--- config.mk ---
export PLATFORM = sky130hd
export DESIGN_NAME = pip_ctrl
export DESIGN_NICKNAME = d
export VERILOG_FILES = /design/src/rtl/assert_macros.svh /design/src/rtl/pip_pkg.sv /design/src/rtl/pip_ctrl.sv
export SDC_FILE = /design/constraint.sdc
export NUM_CORES = 1
export LEC_CHECK = 0
export ABC_AREA = 1
export BUFFER_PORTS_ARGS = -buffer_cell sky130_fd_sc_hd__clkbuf_2
export CORE_AREA = 2 2 39 41
export CTS_CLUSTER_DIAMETER = 150
export DETAILED_ROUTE_END_ITERATION = 10
export DIE_AREA = 0 0 41 43
export MAX_ROUTING_LAYER = met4
export PLACE_DENSITY_LB_ADDON = 0.3
export SETUP_SLACK_MARGIN = 0.4
export SYNTH_ARGS = -nofsm -noshare
export SYNTH_HDL_FRONTEND = slang
export SYNTH_SLANG_ARGS = --single-unit
--- constraint.sdc ---
create_clock -name clk -period 1.6 [get_ports clk]
set_input_delay 0.24 -clock clk [delete_from_list [all_inputs] [get_ports clk]]
set_output_delay 0.24 -clock clk [all_outputs]
set_load 0.05 [all_outputs]
--- src/rtl/assert_macros.svh ---
// Assertion macros for the RTL file that carries checks.
`ifndef ASSERT_MACROS_SVH
`define ASSERT_MACROS_SVH

// Same-cycle implication, disabled during reset
`define ASSERT_SAME(label, ante, cons, msg) \
  label: assert property (@(posedge clk) disable iff (rst) (ante) |-> (cons)) \
    else $error(msg);

// Next-cycle implication, disabled during reset
`define ASSERT_NEXT(label, ante, cons, msg) \
  label: assert property (@(posedge clk) disable iff (rst) (ante) |=> (cons)) \
    else $error(msg);

`endif

--- src/rtl/pip_pkg.sv ---
// Shared types and constants for the point-in-polygon zone test.
package pip_pkg;

  // Item kinds carried on the input tuser
  typedef enum logic [1:0] {
    OP_SET_BOX    = 2'd0,
    OP_ADD_VERTEX = 2'd1,
    OP_WIDEN_Z    = 2'd2,
    OP_QUERY      = 2'd3
  } op_t;

  localparam int OP_BITS     = 2;
  localparam int OUT_TDATA_W = 8;

  // Controller to datapath commands
  typedef struct packed {
    logic take;        // input transfer this cycle
    op_t  op;          // kind of the transferred item
    logic walk_start;  // query enters the edge walk
    logic walk_issue;  // issue one vertex read
  } pip_cmd_t;

  // Datapath to controller status
  typedef struct packed {
    logic poly_mode;   // zone is a polygon
    logic in_box;      // incoming point lies in the bounding box
    logic store_full;  // vertex store holds its maximum
    logic walk_last;   // current read closes the ring
    logic pipe_busy;   // edge pipeline still holds work
    logic parity;      // crossing count, low bit
  } pip_sts_t;

endpackage

--- src/rtl/pip_ctrl.sv ---
// Controller: handshakes, walk sequencing and the output register.
module pip_ctrl (
  input  logic                            clk,
  input  logic                            rst,
  input  logic                            s_valid,
  output logic                            s_ready,
  input  pip_pkg::op_t                    op,
  input  logic                            m_ready,
  output logic                            m_valid,
  output logic [pip_pkg::OUT_TDATA_W-1:0] m_data,
  input  pip_pkg::pip_sts_t               sts,
  output pip_pkg::pip_cmd_t               cmd
);
  import pip_pkg::*;

  typedef enum logic [1:0] {
    ST_IDLE,
    ST_WALK,
    ST_DRAIN
  } state_t;

  state_t state;
  logic   out_free;
  logic   out_load;
  logic   take;
  logic   to_walk;
  logic   imm_inside;
  logic   imm_dropped;

  // Handshake and command decode
  assign out_free    = !m_valid || m_ready;
  assign s_ready     = (state == ST_IDLE) && out_free;
  assign take        = s_valid && s_ready;
  assign to_walk     = take && (op == OP_QUERY) && sts.poly_mode && sts.in_box;
  assign imm_inside  = (op == OP_QUERY) && !sts.poly_mode && sts.in_box;
  assign imm_dropped = (op == OP_ADD_VERTEX) && sts.store_full;

  // A result enters the output register: immediate answer or end of the walk
  assign out_load = (take && !to_walk) ||
                    ((state == ST_DRAIN) && !sts.pipe_busy && out_free);

  assign cmd.take       = take;
  assign cmd.op         = op;
  assign cmd.walk_start = to_walk;
  assign cmd.walk_issue = (state == ST_WALK);

  // State and output register
  always_ff @(posedge clk) begin
    if (rst) begin
      state   <= ST_IDLE;
      m_valid <= 1'b0;
      m_data  <= '0;
    end else begin
      if (out_load) begin
        m_valid <= 1'b1;
      end else if (m_valid && m_ready) begin
        m_valid <= 1'b0;
      end
      case (state)
        ST_IDLE: begin
          if (take) begin
            if (to_walk) begin
              state <= ST_WALK;
            end else begin
              m_data <= {6'b0, imm_dropped, imm_inside};
            end
          end
        end
        ST_WALK: begin
          if (sts.walk_last) begin
            state <= ST_DRAIN;
          end
        end
        ST_DRAIN: begin
          if (out_load) begin
            m_data <= {6'b0, 1'b0, sts.parity};
            state  <= ST_IDLE;
          end
        end
        default: begin
          state <= ST_IDLE;
        end
      endcase
    end
  end

endmodule

# Word-level counts from Yosys, hierarchy flattened
# Cells that the tools add are included.
# word_totals
regBits	11
in_bits	12
out_inout_bits	15
elab_cells	46
# classes
n_eq_ne	9
mux	11
reduce_logical	23
# ops
op	n
two-way mux 8 bit	3
case mux 8 bit (2 select lines)	1
logical AND 1 bit	12
!= test 2 bit (second input constant)	5
two-way mux 2 bit	4
AND reduction 4 bit	2
case mux 2 bit (3 select lines)	1
equality test 2 x 1 -> 1 bit (second input constant)	2
equality test 2 bit (second input constant)	2
logical NOT 1 bit	4
nonzero test 2 bit	2
logical NOT 2 bit	1
logical OR 1 bit	2
two-way mux 1 bit	2

# Depth between registers and ports, before layout
# logic_depth
ltp_word	12
ltp_mapped	8
depth_no_buf	8

# Worst setup path after synthesis
# Ideal clock, no wire load.
# synth_timing
path_type	register -> register
start	register m_valid
end	register state[1]
setup_time_ns	0.070
t_arrival_ns	1.617
setup_slack_ns	-0.087
stages_incl_launch_ff	8
cell_sequence	dfxtp_1 > inv_1 > nor2_1 > nor2_2 > nand3_2 > nand3_1 > nand4_1 > a21oi_1
# synth_between
elab_chain_len	12
elab_cells_between_ends	15
# synth_rtl
item	line	rtl
start, declared	pip_ctrl.sv:9	output logic m_valid,
start signal, assigned	pip_ctrl.sv:51	m_valid <= 1'b0;
start signal, assigned	pip_ctrl.sv:55	m_valid <= 1'b1;
start signal, assigned	pip_ctrl.sv:57	m_valid <= 1'b0;
logical NOT 1 bit (*)	pip_ctrl.sv:31	assign out_free = !m_valid || m_ready;
logical OR 1 bit (*)	pip_ctrl.sv:31	
logical AND 1 bit (*)	pip_ctrl.sv:32	assign s_ready = (state == ST_IDLE) && out_free;
named net s_ready	pip_ctrl.sv:6	output logic s_ready,
logical AND 1 bit (*)	pip_ctrl.sv:33	assign take = s_valid && s_ready;
logical AND 1 bit (3 in series)	pip_ctrl.sv:34	assign to_walk = take && (op == OP_QUERY) && sts.poly_mode && sts.in_box;
logical NOT 1 bit	pip_ctrl.sv:39	assign out_load = (take && !to_walk) ||
logical AND 1 bit	pip_ctrl.sv:39	
logical OR 1 bit	pip_ctrl.sv:39	
!= test 2 bit (no source line)	-	
AND reduction 4 bit (no source line) (*)	-	
end signal, assigned	pip_ctrl.sv:50	state <= ST_IDLE;
end signal, assigned	pip_ctrl.sv:63	state <= ST_WALK;
end signal, assigned	pip_ctrl.sv:71	state <= ST_DRAIN;
end, declared	pip_ctrl.sv:22	state_t state;
# The timed path passes the listed nets; every way through them passes the cells marked *.
# A chain may end at the register's enable or synchronous reset.

==> qor.yml <==
setup_path:
  critical_path_class: "reg2out"
  start_kind: "register"
  ff2ff_path_depth: 8
  cp-end-kind: "output port"
  crit_arrival_ns: 1.09
  crit_required_ns: 1.36
  critPathMaxFanout: 4
global_route:
  grt_overflow: 0
  grt_util_met1_pct: 15.1
  busiest_layer: "met2"
  track_usage_pct: 12.8
  grt_pass1_wl_um: 1460
  grt_start_max_net_pins: 6
  first_global_vias: 374
  use_met2_pct: 17.5
  antenna_found_initial: 0
  grtUsageMet3_pct: 4.71
logic_synthesis:
  yosysSeqAreaShare_pct: 24.9
  syn_area_um2: 402
  synth_top_area_share_pct: 24.9
  synth.distinct_cells: 19
  synth_edf_count: 0
  synth_most_common_cell: "buf_4"
  synth_top_area_cell: "dfxtp_1"
  yosys-top-cells-area: "dfxtp_1 25%, buf_4 19%, nor2_2 7.8%"
  ys_ff_latch: 5
  synthFlopType: "dfxtp_1"
  synth-async-reset-ratio_pct: 0
  synthCells: 59
  yosysWarnings: 0
  syn-mean-instance-area_um2: 6.81
  synthTopCellsByCount: "10 x buf_4, 7 x inv_1, 7 x nor2_1"
sta:
  hold_violations: 0
  rsz0062_at_grt: "yes"
  fin_skew_ns: 0.000684
  period_needed_ns: 1.33
  tns_ns: 0
  slew_viol_final: 0
  hold_ws_ns: 0.175
  period_share_pct: 82.9
  fmax_mhz: 754
  setup_viol: 0
placement:
  port_buffers: 20
  gp_congestion: 0.693
  dp_hpwl_um: 686
clocking:
  clk_pin_slew_ns: 0.04
  cts_sinks: 5
  cts_tree: "yes"
  clk_latency_ns: 0.25
  clockBufferDepth: 2
  cts-htree-levels: 1
  cts-root-buf: "clkbuf_4"
  cts_buffers: 3
power:
  seqPwrFrac_pct: 29.9
  swShare_pct: 39.9
  combPwrFrac_pct: 36.0
  clkPwrFrac_pct: 34.1
  peakVddDrop_v: 0.000280
  netSwitchingPower_mw: 0.179
  p_int_mw: 0.269
  powerDensity_nw_per_um2: 752
  p_leak_nw: 0.307
floorplan:
  fp.dieW_um: 41
  core_area_um2: 1380
  start_util_pct: 29.0
  fp-row-count: 14
  io_pins: 27
  dieHeight_um: 43
  die-area_um2: 1760
routing:
  post_drt_wl_per_cell_um: 9.09
  dr.pass1.iters: 3
  post-route-drc-count: 0
  dr_total_vias: 411
  wl_um: 873
  drt_iter0_drc: 7
  drtAntennaViolNets: 0
  viasPerCell: 4.28
status:
  status: "completed"
hold_path:
  whs_path_depth: 2
  hp-class: "in2reg"
final_layout:
  drive_above_1_share_pct: 55.0
  synthToLayoutAreaGrowth_pct: 48.3
  fin_nets: 93
  fill_cells: 163
  antenna_cells: 0
job:
  maxCapViolCount: 0
## metal layers
layer  share of wire [%]  up-vias
met5                   0        -
met4                 3.3        0
met3                 9.3        5
met2                  45       19
met1                  43      176
li1                    -      211
## cell usage in the layout (no fill, tap or decap)
| cell | count |
|---|---|
| dfxtp_2 | 1 |
| nand2_1 | 5 |
| nor2_1 | 5 |
| clkbuf_1 | 1 |
| dfxtp_1 | 2 |
| nor3_1 | 1 |
| or2_1 | 1 |
| inv_4 | 1 |
| o21ai_1 | 2 |
| o21ai_0 | 1 |
| nand4_1 | 1 |
| buf_4 | 2 |
| o21ai_4 | 1 |
| inv_1 | 6 |
| a32oi_1 | 1 |
| nand2_2 | 1 |
| clkbuf_2 | 16 |
| nand3_1 | 1 |
| inv_2 | 3 |
| nand3_2 | 2 |
| nor2_2 | 3 |
| nor2_4 | 4 |
| conb_1 | 6 |
| nand3_4 | 1 |
| clkbuf_4 | 3 |
| dfxtp_4 | 2 |
| buf_8 | 4 |
| a21oi_1 | 3 |
## logic make-up after synthesis
group	share of synthesized area, %
flops	24.9
simple gates	32.4
buf+inv	28.0
compound gates	13.7
other cells	0.934
## stage by stage
step	cells	setup slack, ns	total power, mW	instance area [um2]	utilization [%]
finish	96	0.274	0.448	596	43.0
global route	96	0.222	0.472	596	43.0
CTS	96	0.223	0.450	591	42.7
detailed placement	90	0.337	0.281	484	35.0
global placement	90	0.361	0.280	484	35.0
floorplan	64	0.241	0.266	439	-
## sequential cells by signal, summed over array words and instances (netlist names)
| signal | count |
|---|---|
| state | 2 |
| m_data | 2 |
| m_valid | 1 |
## repair_timing
item,CTS,global route
hold endpoints to repair,0,0
hold buffers,0,0
buffers inserted,2,0
pin swaps,4,2
setup endpoints to repair,4,8
resized for setup,16,4
## final timing paths
path | start | to | slack (ns)
setup / recovery | state[1] | cmd[1] | 0.27
hold / removal | rst | state[1] | 0.17
setup reg to reg | state[1] | m_valid | 0.39
hold reg to reg | m_data[0] | m_data[0] | 0.52
## critical path, cell delays in order (launching register included)
cell and delay, ns:
dfxtp_2 0.34, nor2_4 0.14, nand3_4 0.09, nor2_4 0.11
buf_8 0.15
## power by group through the flow
stage	registers (mW)	clock network [mW]	logic, mW
2_1_floorplan	0.158	0	0.108
3_3_place_gp	0.137	0	0.143
3_5_place_dp	0.137	0	0.143
4_1_cts	0.134	0.158	0.158
5_1_grt	0.135	0.164	0.173
6_report	0.134	0.153	0.161
## final cells by class
cell class / instances / area (um2) / area share [%]
clock buffer: 4 / 26.3 / 4.41
inverter: 10 / 40.0 / 6.72
multi-input combinational: 39 / 245 / 41.2
sequential: 5 / 109 / 18.3
tap: 16 / 20.0 / 3.36
timing repair buffer: 22 / 155 / 26.1
(Power assumes the default switching activity.)
